[config.mk]
export PLATFORM = sky130hd
export DESIGN_NAME = ttrc_scan
export DESIGN_NICKNAME = d
export VERILOG_FILES = /design/src/rtl/ttrc_pkg.sv /design/src/rtl/ttrc_scan.sv
export SDC_FILE = /design/constraint.sdc
export NUM_CORES = 1
export LEC_CHECK = 0
export ABC_AREA = 1
export BUFFER_PORTS_ARGS = -buffer_cell sky130_fd_sc_hd__buf_2
export CAP_MARGIN = 20
export CORE_MARGIN = 4
export CORE_UTILIZATION = 50
export CTS_CLUSTER_DIAMETER = 50
export DETAILED_ROUTE_END_ITERATION = 10
export PLACE_DENSITY = 0.77
export SLEW_MARGIN = 5
export SYNTH_ARGS = -nofsm -noshare
export SYNTH_HDL_FRONTEND = slang
export SYNTH_SLANG_ARGS = --single-unit
[constraint.sdc]
create_clock -name clk -period 2.7 [get_ports clk]
set_input_delay 0.81 -clock clk [delete_from_list [all_inputs] [get_ports clk]]
set_output_delay 0.81 -clock clk [all_outputs]
set_load 0.05 [all_outputs]
[src/rtl/ttrc_pkg.sv]
`default_nettype none

package ttrc_pkg;

  // Record window layout
  localparam int TEXT_BYTES_DEF = 32;
  localparam int HEADER_BYTES   = 8;
  localparam int MAGIC_BYTES    = 4;

  // Printable ASCII bounds
  localparam logic [7:0] PRINT_LOW  = 8'h20;
  localparam logic [7:0] PRINT_HIGH = 8'h7E;

  // Status codes
  localparam logic [1:0] ST_OK       = 2'd0;
  localparam logic [1:0] ST_ABSENT   = 2'd1;
  localparam logic [1:0] ST_FORMAT   = 2'd2;
  localparam logic [1:0] ST_CHECKSUM = 2'd3;

  // Configuration register indexes
  localparam int         CFG_INDEX_W    = 2;
  localparam logic [1:0] CFG_MAGIC      = 2'd0;
  localparam logic [1:0] CFG_CAPACITY   = 2'd1;
  localparam logic [7:0] CAPACITY_RESET = 8'd255;

  // Verdict handed from the scanner to the emitter at the end of a record
  typedef struct packed {
    logic       start;
    logic [1:0] status;
  } verdict_t;

endpackage

`default_nettype wire

[src/rtl/ttrc_scan.sv]
`default_nettype none

module ttrc_scan #(
  parameter int TEXT_BYTES = ttrc_pkg::TEXT_BYTES_DEF,
  parameter int ADDR_W     = 5
) (
  input  wire logic              clk,
  input  wire logic              rst,
  input  wire logic              in_valid,
  output logic                   in_ready,
  input  wire logic [7:0]        data_byte,
  input  wire logic [31:0]       magic_word,
  input  wire logic [7:0]        output_capacity,
  input  wire logic              done,
  output logic                   wr_en,
  output logic      [ADDR_W-1:0] wr_addr,
  output logic      [7:0]        wr_data,
  output ttrc_pkg::verdict_t     verdict,
  output logic      [ADDR_W-1:0] last_idx
);

  localparam int WINDOW_LAST = ttrc_pkg::HEADER_BYTES + TEXT_BYTES;
  localparam int POS_W       = $clog2(WINDOW_LAST + 1);

  logic [POS_W-1:0] byte_position;
  logic             magic_matches;
  logic [31:0]      length_value;
  logic [7:0]       xor_accumulator;
  logic             all_printable;
  logic             busy;

  logic             take;
  logic             at_final;
  logic [POS_W-1:0] text_pos;
  logic             in_text;
  logic [7:0]       want;
  logic             nonprint;
  logic [31:0]      len_m1;
  logic [1:0]       status_next;

  assign in_ready = !busy;
  assign take     = in_valid && in_ready;
  assign at_final = (byte_position == POS_W'(WINDOW_LAST));
  assign text_pos = byte_position - POS_W'(ttrc_pkg::HEADER_BYTES);
  assign in_text  = (byte_position >= POS_W'(ttrc_pkg::HEADER_BYTES)) && !at_final;
  assign want     = magic_word[{byte_position[1:0], 3'b000} +: 8];
  assign nonprint = (data_byte < ttrc_pkg::PRINT_LOW) || (data_byte > ttrc_pkg::PRINT_HIGH);
  assign len_m1   = length_value - 32'd1;
  assign last_idx = len_m1[ADDR_W-1:0];

  assign wr_en   = take && in_text;
  assign wr_addr = text_pos[ADDR_W-1:0];
  assign wr_data = data_byte;

  // First failing check wins
  always_comb begin
    if (output_capacity < 8'd2) begin
      status_next = ttrc_pkg::ST_FORMAT;
    end else if (!magic_matches) begin
      status_next = ttrc_pkg::ST_ABSENT;
    end else if (length_value == 32'd0 || length_value > 32'(TEXT_BYTES)) begin
      status_next = ttrc_pkg::ST_FORMAT;
    end else if (xor_accumulator != data_byte) begin
      status_next = ttrc_pkg::ST_CHECKSUM;
    end else if (!all_printable) begin
      status_next = ttrc_pkg::ST_FORMAT;
    end else if ({1'b0, output_capacity} < (9'(length_value[7:0]) + 9'd1)) begin
      status_next = ttrc_pkg::ST_FORMAT;
    end else begin
      status_next = ttrc_pkg::ST_OK;
    end
  end

  assign verdict.start  = take && at_final;
  assign verdict.status = status_next;

  always_ff @(posedge clk) begin
    if (rst) begin
      byte_position   <= '0;
      magic_matches   <= 1'b1;
      length_value    <= '0;
      xor_accumulator <= '0;
      all_printable   <= 1'b1;
      busy            <= 1'b0;
    end else begin
      if (done) begin
        busy <= 1'b0;
      end
      if (take) begin
        if (at_final) begin
          byte_position   <= '0;
          magic_matches   <= 1'b1;
          length_value    <= '0;
          xor_accumulator <= '0;
          all_printable   <= 1'b1;
          busy            <= 1'b1;
        end else begin
          if (byte_position < POS_W'(ttrc_pkg::MAGIC_BYTES)) begin
            if (data_byte != want) begin
              magic_matches <= 1'b0;
            end
          end else if (!in_text) begin
            // little-endian length lanes
            length_value[{byte_position[1:0], 3'b000} +: 8] <= data_byte;
          end else if ((32'(text_pos) < length_value) && nonprint) begin
            all_printable <= 1'b0;
          end
          xor_accumulator <= xor_accumulator ^ data_byte;
          byte_position   <= byte_position + POS_W'(1);
        end
      end
    end
  end

endmodule

`default_nettype wire

# Yosys cells after proc, flatten, opt, wreduce, memory -nomap -nowiden
# Cells that the tools add are included.
# classes
n_addsub	5
magnitude_cmp	8
eq_ne	5
n_shift	3
muxes	22
bitwise	1
reduce_logical	17
# ops
operator	count
$mux 32	3
$bwmux 32	1
$gt 32x6->1 const B	1
$logic_not 32->1	1
$lt 6x32->1	1
$shift 8x7->32 const A	1
$shiftx 32x6->8	1
$shiftx 8x7->32	1
$ne 8x8->1	2
$mux 2	6
$mux 1	10
$add 8x1->9 const B	1
$lt 8x9->1	1
$gt 8x7->1 const B	1
$lt 8x2->1 const B	1
$lt 8x6->1 const B	1
$mux 8	1
$reduce_bool 2->1	4
$xor 8x8->8	1
$neg 5->7	1
$add 6x1->6 const B	1
$eq 6x6->1 const B	1
$ge 6x4->1 const B	1
$lt 6x3->1 const B	1
9 further kinds	17
# totals
reg_bits	49
inputBits	52
output_inout_bits	23
word_cells	67

# Logic depth before layout (Yosys ltp)
# Gate-level depths: netlist of run 1.
# logic_depth
word_depth	8
ltp_mapped	15
ltp_nobuf	15

# Worst setup path after synthesis of run 1
# Ideal clock, no wire load.
# synth_timing
kind	flip-flop to output port
start	reg length_value[0]
end	out verdict[0] (netlist bit)
arrival_time_ps	2456
required_ps	1890
slack_ps	-566
stages_incl_launch_ff	9
n_path_buf	0
path_cell_list	dfxtp_1 inv_1 ha_1 nand3_1 nand2_1 nand3_1 nor2_1 o21ai_0 a21boi_0
# synth_lines
element	line	text
start: declaration	ttrc_scan.sv:27	logic [31:0] length_value;
start signal: indexed assignment	ttrc_scan.sv:104	length_value[{byte_position[1:0], 3'b000} +: 8] <= data_byte;
end: declaration	ttrc_scan.sv:18	output ttrc_pkg::verdict_t verdict,

==> results.md, run 1 <==
GRT:
- The total global-route track usage is 23.2%.
- For this run the aggregate overflow at the end of global routing stands at 0.
- Entering global routing, the biggest net connects 31 pins.
- The via count of the first global-routing pass is 3517.
- The first-pass GRT wire length is 15700 µm.
- The initial antenna violation count is 0.

Yosys:
- Yosys printed 0 warnings.
- Among all cell types in the netlist, the one instantiated most often is nand2_1.
- Yosys attributes the largest share of cell area to dfxtp_1 (29%), nand2_1 (13%), ha_1 (7.7%).
- Summing the areas of all compound-gate instances in the mapped netlist gives 11.8% of the synthesized area.
- Measured against the total synthesized area, the mux share comes to 0%.
- The share of the synthesized area in the top cell type is 28.7%.
- The post-synthesis cell count is 514.
- The largest family of logic cells by synthesized area is simple AND/OR/NAND/NOR gates.
- Of the synthesized area, sequential elements account for 28.7%.
- In this run the cell area of the synthesized design comes to 3420 µm².
- Summing the areas of all and, or, nand and nor instances in the mapped netlist gives 36.2% of the synthesized area.
- The unique cell type count in the Yosys netlist is 35.
- When the netlist entered floorplanning its net count stood at 587.
- The mean instance size in the synthesized netlist is 6.66 µm².
- The synthesized netlist devotes 5.12% of its cell area to XOR and XNOR gates.
- After synthesis, the share of flip-flops with an asynchronous set or reset is 0%.
- The number of flip-flops and latches in the synthesized netlist is 49.
- The arithmetic-cell share of the synthesized area counting full adders, half adders and majority gates is 7.68%.
- The synthesized design spends more area on one cell type than any other, namely dfxtp_1.
- The number of enable-type register cells in the synthesized netlist is 0.
- The most used flip-flop cell after synthesis is dfxtp_1.
- By count the netlist is led by nand2_1 (117), nor2_1 (63), dfxtp_1 (49).

Setup path:
- The endpoint arrival time on the critical path is 2.47 ns.
- The worst setup path is launched from a register.
- The critical path in this run is classified as reg -> out.
- The worst stage delay on the critical path is 0.34 ns.
- The kind of end point of the critical path is an output port.
- Traced cell by cell, the critical path runs through buf_6, clkinvlp_4, nor3_4, nand3_2, buf_4, xor2_1, ha_1, nand2_1, inv_1, nand3_2, nor2_1, nor2_1, nand2_1, nand4_1, nand2_2, nand2_4, buf_8.
- The cell count of the worst reg-to-reg path is 8.
- The required time at the worst-slack endpoint is 1.89 ns.
- Along the worst path, the maximum fanout reaches 3.
- The cell with the largest stage delay on the worst path is dfxtp_2.

Floorplanning:
- The die outline area is 8230 µm².
- The floorplan row count is 29.
- The region available for standard cell placement spans 6490 µm².
- The initial core utilization is 52.7%.
- In this run the count of I/O pins placed on the die edge is 75.
- The floorplan step set the die height to 90.7 µm.
- The die is 90.7 µm wide.

Timing:
- The fmax is 305 MHz.
- For the pin with the worst max-slew slack, the measured transition is 0.515 ns.
- Dividing the final minimum period by the clock period gives 121%.
- The final setup violation count is 2.
- Setup repair after global routing could not meet its margin everywhere.
- The minimum period implied by the final worst setup slack is 3.28 ns.
- Across the routed clock network, the largest skew measured is 0.0131 ns.
- The final-report max-slew violation count is 0.
- In the post-route analysis, the smallest setup slack over all paths is -0.576 ns.
- The final count of hold timing violations was 0.
- The relative slew slack is 65.5%.

Clocking:
- The count of hold-fix buffers inserted at cts is 0.
- The total clock buffers created by CTS is 5.
- The clock root buffer is clkbuf_8.
- The total number of H-tree levels is 2.
- TritonCTS built the clock tree.
- The clock-pin transition on the worst setup and hold timing paths is 0.08 ns.
- CTS saw 49 sinks.
- The clock passes through at most 2 buffers.
- Clock latency on the worst-skew pair, taken at its later pin, is 0.30 ns.

Drt:
- The number of vias after detailed routing is 3629.
- The number of DRC markers after the initial detailed-route iteration is 259.
- The wire length per cell is 13.7 µm.
- The residual antenna-violating net count after detailed routing is 0.
- The final wirelength is 9280 µm.
- After detailed routing, the number of vias per cell comes to 5.34.
- After detailed routing, the number of remaining DRC violations is 0.
- The number of iterations in the first detailed-routing pass is 5.

Placement:
- The routability congestion estimate is 0.964.
- The worst setup slack after placement is -0.313 ns.
- The count of input and output buffers is 74.
- The HPWL after detailed placement is 7390 µm.
- The instance area at placement is 4020 µm².

Power:
- The internal power of the cells totals 0.00107 W.
- Combinational logic burns 25.9% of the power.
- Per report_power, the sequential group accounts for 47.5% of the total.
- For this design the ratio of total power to cell area is 380 nW/µm².
- IR analysis of the VDD net gives a maximum drop of 0.000237 V.
- The portion of total power attributed to the clock network is 26.6%.
- The total design power is 0.00158 W.
- The switching power of the nets is 0.000513 W.
- Net switching is 32.5% of the power.
- The static power due to leakage is 1.96 nW.

Run status:
- The run finished, with violations left.
- The checks that failed: setup timing.

Finish:
- The number of antenna diodes in the final layout is 0.
- The ratio of cells with drive above 1 in the final layout is 24.9%.
- After routing the design area is 4160 µm².
- The net total in the final layout is 674.
- From synthesis to final layout, the design area changed by 21.5%.
- The final core utilization is 64.0%.

Min path:
- The worst hold path passes through 2 cells.
- The worst hold path belongs to the class reg -> reg.

Run:
- The max-capacitance violation count is 0.
## metal layers
| metal | GRT usage [%] | part of all wire, % | vias up |
|---|---|---|---|
| li1 | - | - | 1868 |
| met1 | 27.1 | 40 | 1639 |
| met2 | 43.5 | 52 | 104 |
| met3 | 3.75 | 5.5 | 18 |
| met4 | 6.38 | 1.8 | 0 |
| met5 | 0 | 0 | - |
## per-stage QoR
step / std cells / setup TNS, ns / hold WS (ns)
finish: 679 / -0.642 / 0.458
global route: 679 / -0.896 / 0.472
CTS: 677 / -0.555 / 0.456
detailed placement: 669 / -0.313 / 0.443
global placement: 669 / -0.259 / 0.442
floorplan: 514 / -0.421 / 0.419
## worst max-delay path, delay by kind of cell (launching register included)
family | cells | cell delay (ns)
DFF | 1 | 0.34
adders and majority gates | 1 | 0.27
and+or+nand+nor | 10 | 0.86
xor gates and xnor gates | 1 | 0.14
buffers and inverters | 5 | 0.56
## layout by cell type (no fill, tap or decap), types with 3 or more instances in the layout
master and count:
ha_1 19, clkbuf_8 5, buf_2 72, nand3_1 44, inv_2 5, xnor2_1 5
nand3_2 3, a211oi_1 5, a21oi_1 35, nand4_1 20, dfxtp_1 48, nor4_1 8
xor2_1 15, buf_4 37, clkinvlp_4 3, nor2_1 60, nand2_1 115, inv_1 38
nand2_4 3, nor3_1 11, nor2_2 4, or2_2 3, o21ai_0 19
## power by group through the flow
stage | clock (W) | combinational [W] | sequential, W
final | 0.000420 | 0.000409 | 0.000750
after global routing | 0.000456 | 0.000454 | 0.000752
after CTS | 0.000435 | 0.000404 | 0.000749
after detailed placement | 0 | 0.000400 | 0.000766
after global placement | 0 | 0.000392 | 0.000766
after floorplan | 0 | 0.000281 | 0.000765
## layout make-up
| cell class | count | area, µm² |
|---|---|---|
| Clock buffer | 7 | 76.3 |
| Multi-Input combinational cell | 388 | 2140 |
| Clock inverter | 1 | 7.51 |
| Tap cell | 77 | 96.3 |
| Sequential cell | 49 | 982 |
| Fill cell | 581 | 2340 |
| Timing Repair Buffer | 112 | 676 |
| Inverter | 45 | 176 |
## flip-flops by register name, summed over array words and instances, names as in the netlist
register         count
all_printable        1
magic_matches        1
length_value        32
byte_position        6
xor_accumulator      8
busy                 1
## kinds of logic (layout without fill, tap and decap cells)
kind of cell	count (synthesis)	after routing
flip-flops	49	49
adder cells (fa/ha/maj)	21	21
AND/OR/NAND/NOR	277	277
buffers and inverters	77	165
AO/OA/AOI/OAI	70	70
XOR/XNOR	20	20
## final timing paths
kind                    start               end  slack, ns
max           length_value[0]        verdict[1]      -0.58
min             all_printable     all_printable       0.46
max reg2reg  byte_position[0]  length_value[25]       0.64
min reg2reg     all_printable     all_printable       0.46
## what timing repair did
action,CTS,global route
gates cloned,0,0
pin swaps,2,9
resized for setup,7,6
endpoints found under the hold margin,0,0
setup buffers,0,2
setup endpoints to repair,2,2
No activity file was read; power rests on OpenSTA's default activity.
==> run 2: changes to the inputs <==
CELL_PAD_IN_SITES_DETAIL_PLACEMENT = 1   (was default)
CELL_PAD_IN_SITES_GLOBAL_PLACEMENT = 1   (was default)
CORE_UTILIZATION = 35   (was 50)
CTS_BUF_LIST = sky130_fd_sc_hd__clkbuf_16   (was default)
PLACE_DENSITY = default   (was 0.77)
PLACE_DENSITY_LB_ADDON = 0.1   (was default)
==> run 2 against run 1 <==
Net effect:
- the flow still finishes with violations (setup timing)
- combinational power up 4%
- hold slack worse by 0.0015 ns
- highest routed layer unchanged
- clock skew down 0.0055 ns
- cell count up 8.1%
- global-route usage down 1.9 points
- sequential power about the same
- register-to-register slack worse by 0.10 ns
- largest cell class unchanged
==> results.md, run 2 (synthesized netlist as in run 1, its figures left out) <==
Setup path:
- The register-to-register setup slack is 0.54 ns.
- The top fanout value on the critical path is 3.
- For the worst setup path, the data arrival time is 2.45 ns.
- The kind of end point of the critical path is an output port.
- The sort of element at the start of the critical path is a register.
- The critical path is of the reg -> out type.
- The required time at the worst-slack endpoint is 1.89 ns.

GRT:
- The via count of the first global-routing pass is 3936.
- The total global-route track usage is 21.4%.
- The first global-routing pass estimated 19300 µm of wire.
- The global-route congestion overflow total is 0.
- The maximum number of pins on one net before global-route repair is 31.
- The initial antenna violation count is 0.

Timing:
- The part of the cycle the worst path needs is 121%.
- The slack of the critical path is -0.560 ns.
- The slew at the pin closest to its max-slew limit is 0.572 ns.
- The relative slew slack is 61.8%.
- The fmax is 307 MHz.
- The final-report max-slew violation count is 0.
- The final setup violation count is 2.
- The final count of hold timing violations came to 0.
- Setup repair after global routing could not meet its margin everywhere.
- Counting I/O delays and the setup requirement, the final critical path takes 3.26 ns.
- The clock arrives with 0.00757 ns of skew.

Finish:
- For this run, the post-layout net count is 677.
- The flip-flop count of the largest register after layout is 32.
- The filler cell count is 1288.
- Leaving out fill and tap cells, the most frequent cell in the layout is nand2_1.
- The number of diodes added for antenna fixing is 0.
- The register with the most flip-flops in the final layout is length_value.
- The largest registers in the layout are length_value (32), xor_accumulator (8), byte_position (6).
- The signed area change from the synthesized netlist to the final layout is 28.2%.
- The multi-input logic area is 2190 µm².
- Once layout is complete, the cells apart from fillers number 734.
- The post-route netlist has 27.4% of its cells at a drive strength greater than 1.
- The area used by sequential logic in the layout is 985 µm².
- In the layout the commonest cells are nand2_1 (113), buf_2 (71), nor2_1 (59).

Placement:
- The congestion estimate from routability-driven global placement came to 0.847.
- During placement, the flow inserted port buffers numbering 74.
- After detailed placement, the design holds a cell count of 722.
- The HPWL after detailed placement is 9560 µm.

Power:
- For this design the ratio of total power to cell area is 434 nW/µm².
- The largest voltage drop on the vdd net is 0.000268 V.
- Of the total power, the clock network draws 38.2%.
- Internal power comes to 0.00132 W.
- The analysis attributes to net switching a power of 0.000582 W.
- The combinational share of power is 22.4%.
- In this run the static leakage power is 2.03 nW.
- The total design power is 0.00190 W.
- Sequential cells account for 39.4% of the total power.
- The net switching share of the total power is 30.5%.

Drt:
- The routed design has 12000 µm of wire.
- Using the TritonRoute via totals, the vias-per-cell ratio works out to 5.12.
- In the final routed layout, each cell accounts on average for 16.4 µm.
- Before antenna repair, the detailed router went through 4 iterations.
- Once detail routing completed, the nets flagged for antenna violations numbered 0.
- The detailed router finished its first iteration with 127 violations.
- The remaining routing DRC violations is 0.
- The detailed router placed 3755 vias in this run.

Clocking:
- The total clock buffers created by CTS is 5.
- The TritonCTS clock tree is yes.
- The latest clock arrival within the worst-skew pair is 0.29 ns.
- The clock-pin transition on the worst setup and hold timing paths is 0.07 ns.
- The buffer levels on the longest clock path is 2.
- The tree is rooted in a clkbuf_16.
- Buffers inserted to repair hold after CTS numbered 0.
- The count of clock tree sinks is 49.
- The total number of H-tree levels is 2.

Run status:
- The run finished, with violations left.
- The final reports fail on setup timing.

Floorplanning:
- For this configuration, the core starts out at a cell density of 36.5%.
- In this run the core area contains 35 standard-cell rows.
- From bottom edge to top edge, the die measures 107 µm.
- The number of I/O pins is 75.
- The placeable core area is 9370 µm².
- Measured along the x axis, the die boundary spans 107 µm.
- The die covers 11400 µm².

Min path:
- The type of the most critical hold path is reg -> reg.

Run:
- The max-capacitance violation count is 0.
## run 2: cell types whose count changed in the layout (fill, tap and decap cells not counted), moves of 2 or more
cell / before / now
nand2_2: 2 / 4
dfxtp_1: 48 / 46
buf_6: 2 / 4
nand3_2: 3 / 6
dfxtp_2: 1 / 3
nand3_1: 44 / 41
nand2_1: 115 / 113
clkbuf_1: 2 / 0
buf_4: 37 / 39
nor2_4: 0 / 2
clkbuf_16: 0 / 5
clkbuf_8: 5 / 0
## run 2: path summary, 6_finish.rpt
kind | start | endpoint | cells past startpoint
max | length_value[0] | verdict[1] | 16
max reg2reg | byte_position[0] | length_value[25] | 8
min reg2reg | all_printable | all_printable | 2
min | all_printable | all_printable | 2
## run 2: what timing repair did
item,CTS,global route
setup endpoints to repair,2,3
gates resized for setup,9,20
setup buffers,1,3
pin swaps,2,10
## run 2: cell type report
cell class | count | share of cell area [%]
clock buffer | 5 | 2.85
clock inverter | 3 | 0.999
inverter | 45 | 4.08
multi-input combinational | 388 | 50.0
sequential | 49 | 22.5
tap | 129 | 3.68
timing repair buffer | 115 | 16.0
## run 2: critical path, stage by stage (launching register included)
cell,delay [ns]
dfxtp_2,0.34
buf_6,0.11
clkinvlp_4,0.10
nor3_4,0.16
nand3_2,0.12
nor2_1,0.10
nand2_1,0.07
xor2_1,0.14
ha_1,0.32
nand3_2,0.10
inv_1,0.07
nand3_1,0.07
nand2_1,0.07
nand4_1,0.10
nand2_2,0.10
nand2_4,0.05
buf_6,0.15
## run 2: through the flow
step | setup slack, ns | utilization, % | instance area, µm² | setup TNS, ns | hold slack, ns
floorplan | -0.295 | - | 3470 | -0.421 | 0.419
global placement | -0.307 | 43.6 | 4090 | -0.307 | 0.442
detailed placement | -0.421 | 43.6 | 4090 | -0.441 | 0.453
CTS | -0.559 | 45.8 | 4290 | -0.559 | 0.464
global route | -0.729 | 46.8 | 4390 | -0.851 | 0.495
finish | -0.560 | 46.8 | 4390 | -0.576 | 0.457
## run 2: layer usage
| metal | vias up | routed length (µm) | track usage (%) |
|---|---|---|---|
| met5 | - | 0 | 0 |
| met4 | 0 | 212 | 4.93 |
| met3 | 18 | 274 | 2.77 |
| met2 | 53 | 6440 | 40.6 |
| met1 | 1814 | 5100 | 25.2 |
| li1 | 1870 | - | - |
## run 2: power by group through the flow
stage	clock network (W)	registers, W	logic [W]
final	0.000727	0.000750	0.000427
after global routing	0.000773	0.000752	0.000473
after CTS	0.000746	0.000750	0.000426
after detailed placement	0	0.000767	0.000421
after global placement	0	0.000766	0.000408
after floorplan	0	0.000765	0.000281
==> run 3: changes to the inputs <==
MAX_ROUTING_LAYER = met4   (was default)
==> run 3 against run 2 <==
Net effect:
- the flow still finishes with violations (setup timing)
- critical path type unchanged
- cell count is the same
- combinational power about the same
- critical endpoint unchanged
- largest power group unchanged
- via count up 0.16%
==> results.md, run 3 (synthesized netlist as in run 1, its figures left out) <==
Run status:
- The flow ran to the end, but the final reports show violations.
- The checks that failed: setup timing.

Finish:
- The largest registers in the layout are length_value (32), xor_accumulator (8), byte_position (6).
- The register with the most flip-flops in the layout has 32 of them.
- The most frequent standard cell in the layout excluding fill and tap cells is nand2_1.
- The final core utilization is 46.8%.
- The repair_antennas step left the layout with diodes totalling 0.
- Leaving out fill and tap cells, the most frequent cells in the layout are nand2_1 (113), buf_2 (71), nor2_1 (59).
- The final layout contains 677 nets.
- length_value holds more flip-flops than any other register.
- The ratio of cells with drive above 1 in the final layout is 27.4%.
- The area growth from synthesis to layout is 28.2%.
- The layout has 1288 filler cells.

Placement:
- The count of input and output buffers is 74.
- The HPWL after detailed placement is 9560 µm.
- The congestion estimate from routability-driven global placement came to 0.860.

Setup path:
- STA classifies the critical path endpoint as an output port.
- The sort of element at the start of the critical path is a register.
- The required time at the worst-slack endpoint is 1.89 ns.
- The top fanout value on the critical path is 3.
- The critical path start-end classification is reg -> out.
- For the worst setup path, the data arrival time is 2.45 ns.

Timing:
- The relative slew slack is 61.4%.
- Across all hold checks on the routed design, the worst slack comes to 0.457 ns.
- The final count of hold timing violations is 0.
- The final setup violation count is 2.
- The minimum period implied by the final worst setup slack is 3.26 ns.
- The maximum clock skew at final layout is 0.00852 ns.
- Setup repair after global routing could not meet its margin everywhere.
- The part of the cycle the worst path needs is 121%.
- The final-report max-slew violation count is 0.
- The slack of the critical path is -0.560 ns.
- At the pin with the least slew margin, the transition time is 0.579 ns.
- The fmax is 307 MHz.

Clocking:
- The latest clock arrival within the worst-skew pair is 0.29 ns.
- In this run the clock root is driven by a clkbuf_16.
- The clock-pin transition on the worst setup and hold timing paths is 0.07 ns.
- Counting every sink on the clock net gives 49.
- TritonCTS built the clock tree.
- The total number of H-tree levels is 2.
- For this design, the CTS-stage hold fixing added 0 buffers.
- The buffer levels on the longest clock path is 2.
- Counting the buffers created by CTS gives 5.

GRT:
- The via count of the first global-routing pass is 3933.
- The global-route congestion overflow total is 0.
- The first global-routing pass estimated 19300 µm of wire.
- The maximum number of pins on one net before global-route repair is 31.
- The total global-route track usage is 21.9%.
- The initial antenna violation count was 0.

Drt:
- The via-per-instance ratio is 5.12.
- The wire length per cell is 16.5 µm.
- The final wirelength is 12100 µm.
- The residual antenna-violating net count after detailed routing is 0.
- The remaining routing DRC violations is 0.
- The number of iterations in the first detailed-routing pass is 5.
- After the first detailed-routing iteration, the DRC count stood at 133.
- The routed layout has 3761 vias.

Floorplanning:
- The floorplan row count is 35.
- The die covers 11400 µm².
- In this run the vertical extent of the chip is 107 µm.
- Once the floorplan was initialized, standard cells occupied 36.5% of the core.
- The placeable core area is 9370 µm².
- Measured along the x axis, the die boundary spans 107 µm.
- The number of I/O pins is 75.

Run:
- The max-capacitance violation count is 0.

Power:
- VDD sags by at most 0.000269 V.
- The static power due to leakage is 2.03 nW.
- The power density normalized to cell area is 434 nW/µm².

Min path:
- In this run the worst hold path is classified as reg -> reg.
## run 3: worst paths after layout
path / from / endpoint / slack (ns) / cells after the start
hold reg to reg: all_printable / all_printable / 0.46 / 2
setup / recovery: length_value[0] / verdict[1] / -0.56 / 16
hold / removal: all_printable / all_printable / 0.46 / 2
setup reg to reg: byte_position[0] / length_value[25] / 0.54 / 8
## run 3: per-stage QoR
step                area, µm²  setup slack (ns)  total power (W)  TNS, ns  std cells
CTS                      4290            -0.559          0.00192   -0.559        731
floorplan                3470            -0.295          0.00105   -0.421        514
global route             4390            -0.729          0.00200   -0.851        734
finish                   4390            -0.560          0.00191   -0.575        734
detailed placement       4090            -0.421          0.00119   -0.441        722
global placement         4090            -0.307          0.00117   -0.307        722
## run 3: where the power goes
group | internal (W) | total (W) | switching (W)
clock | 0.000439 | 0.000727 | 0.000288
sequential | 0.000738 | 0.000750 | 0.0000119
combinational | 0.000145 | 0.000428 | 0.000283
## run 3: routing by layer
layer	vias to the layer above	global-route usage, %	routed length, µm
met5	-	-	0
met4	0	4.93	212
met3	18	2.71	351
met2	55	40.6	6460
met1	1818	25.3	5080
li1	1870	-	-
## run 3: area by class of cell
cell class / instances / area [µm²] / area share (%)
Multi-Input combinational cell: 388 / 2190 / 50.0
Tap cell: 129 / 161 / 3.68
Timing Repair Buffer: 115 / 701 / 16.0
Clock buffer: 5 / 125 / 2.85
Sequential cell: 49 / 985 / 22.5
Clock inverter: 3 / 43.8 / 0.999
Inverter: 45 / 179 / 4.08
## run 3: what timing repair did
item / in CTS / in global routing
buffers inserted: 1 / 3
resized for setup: 9 / 20
setup endpoints to repair: 2 / 3
pin swaps: 2 / 10
endpoints found under the hold margin: 0 / 0
## run 3: worst max-delay path, stage by stage (launching register included)
cell and delay [ns]:
dfxtp_2 0.34, buf_6 0.11, clkinvlp_4 0.10, nor3_4 0.16, nand3_2 0.12, nor2_1 0.10, nand2_1 0.07, xor2_1 0.14
ha_1 0.32, nand3_2 0.10, inv_1 0.07, nand3_1 0.07, nand2_1 0.07, nand4_1 0.10, nand2_2 0.10, nand2_4 0.05
buf_6 0.15
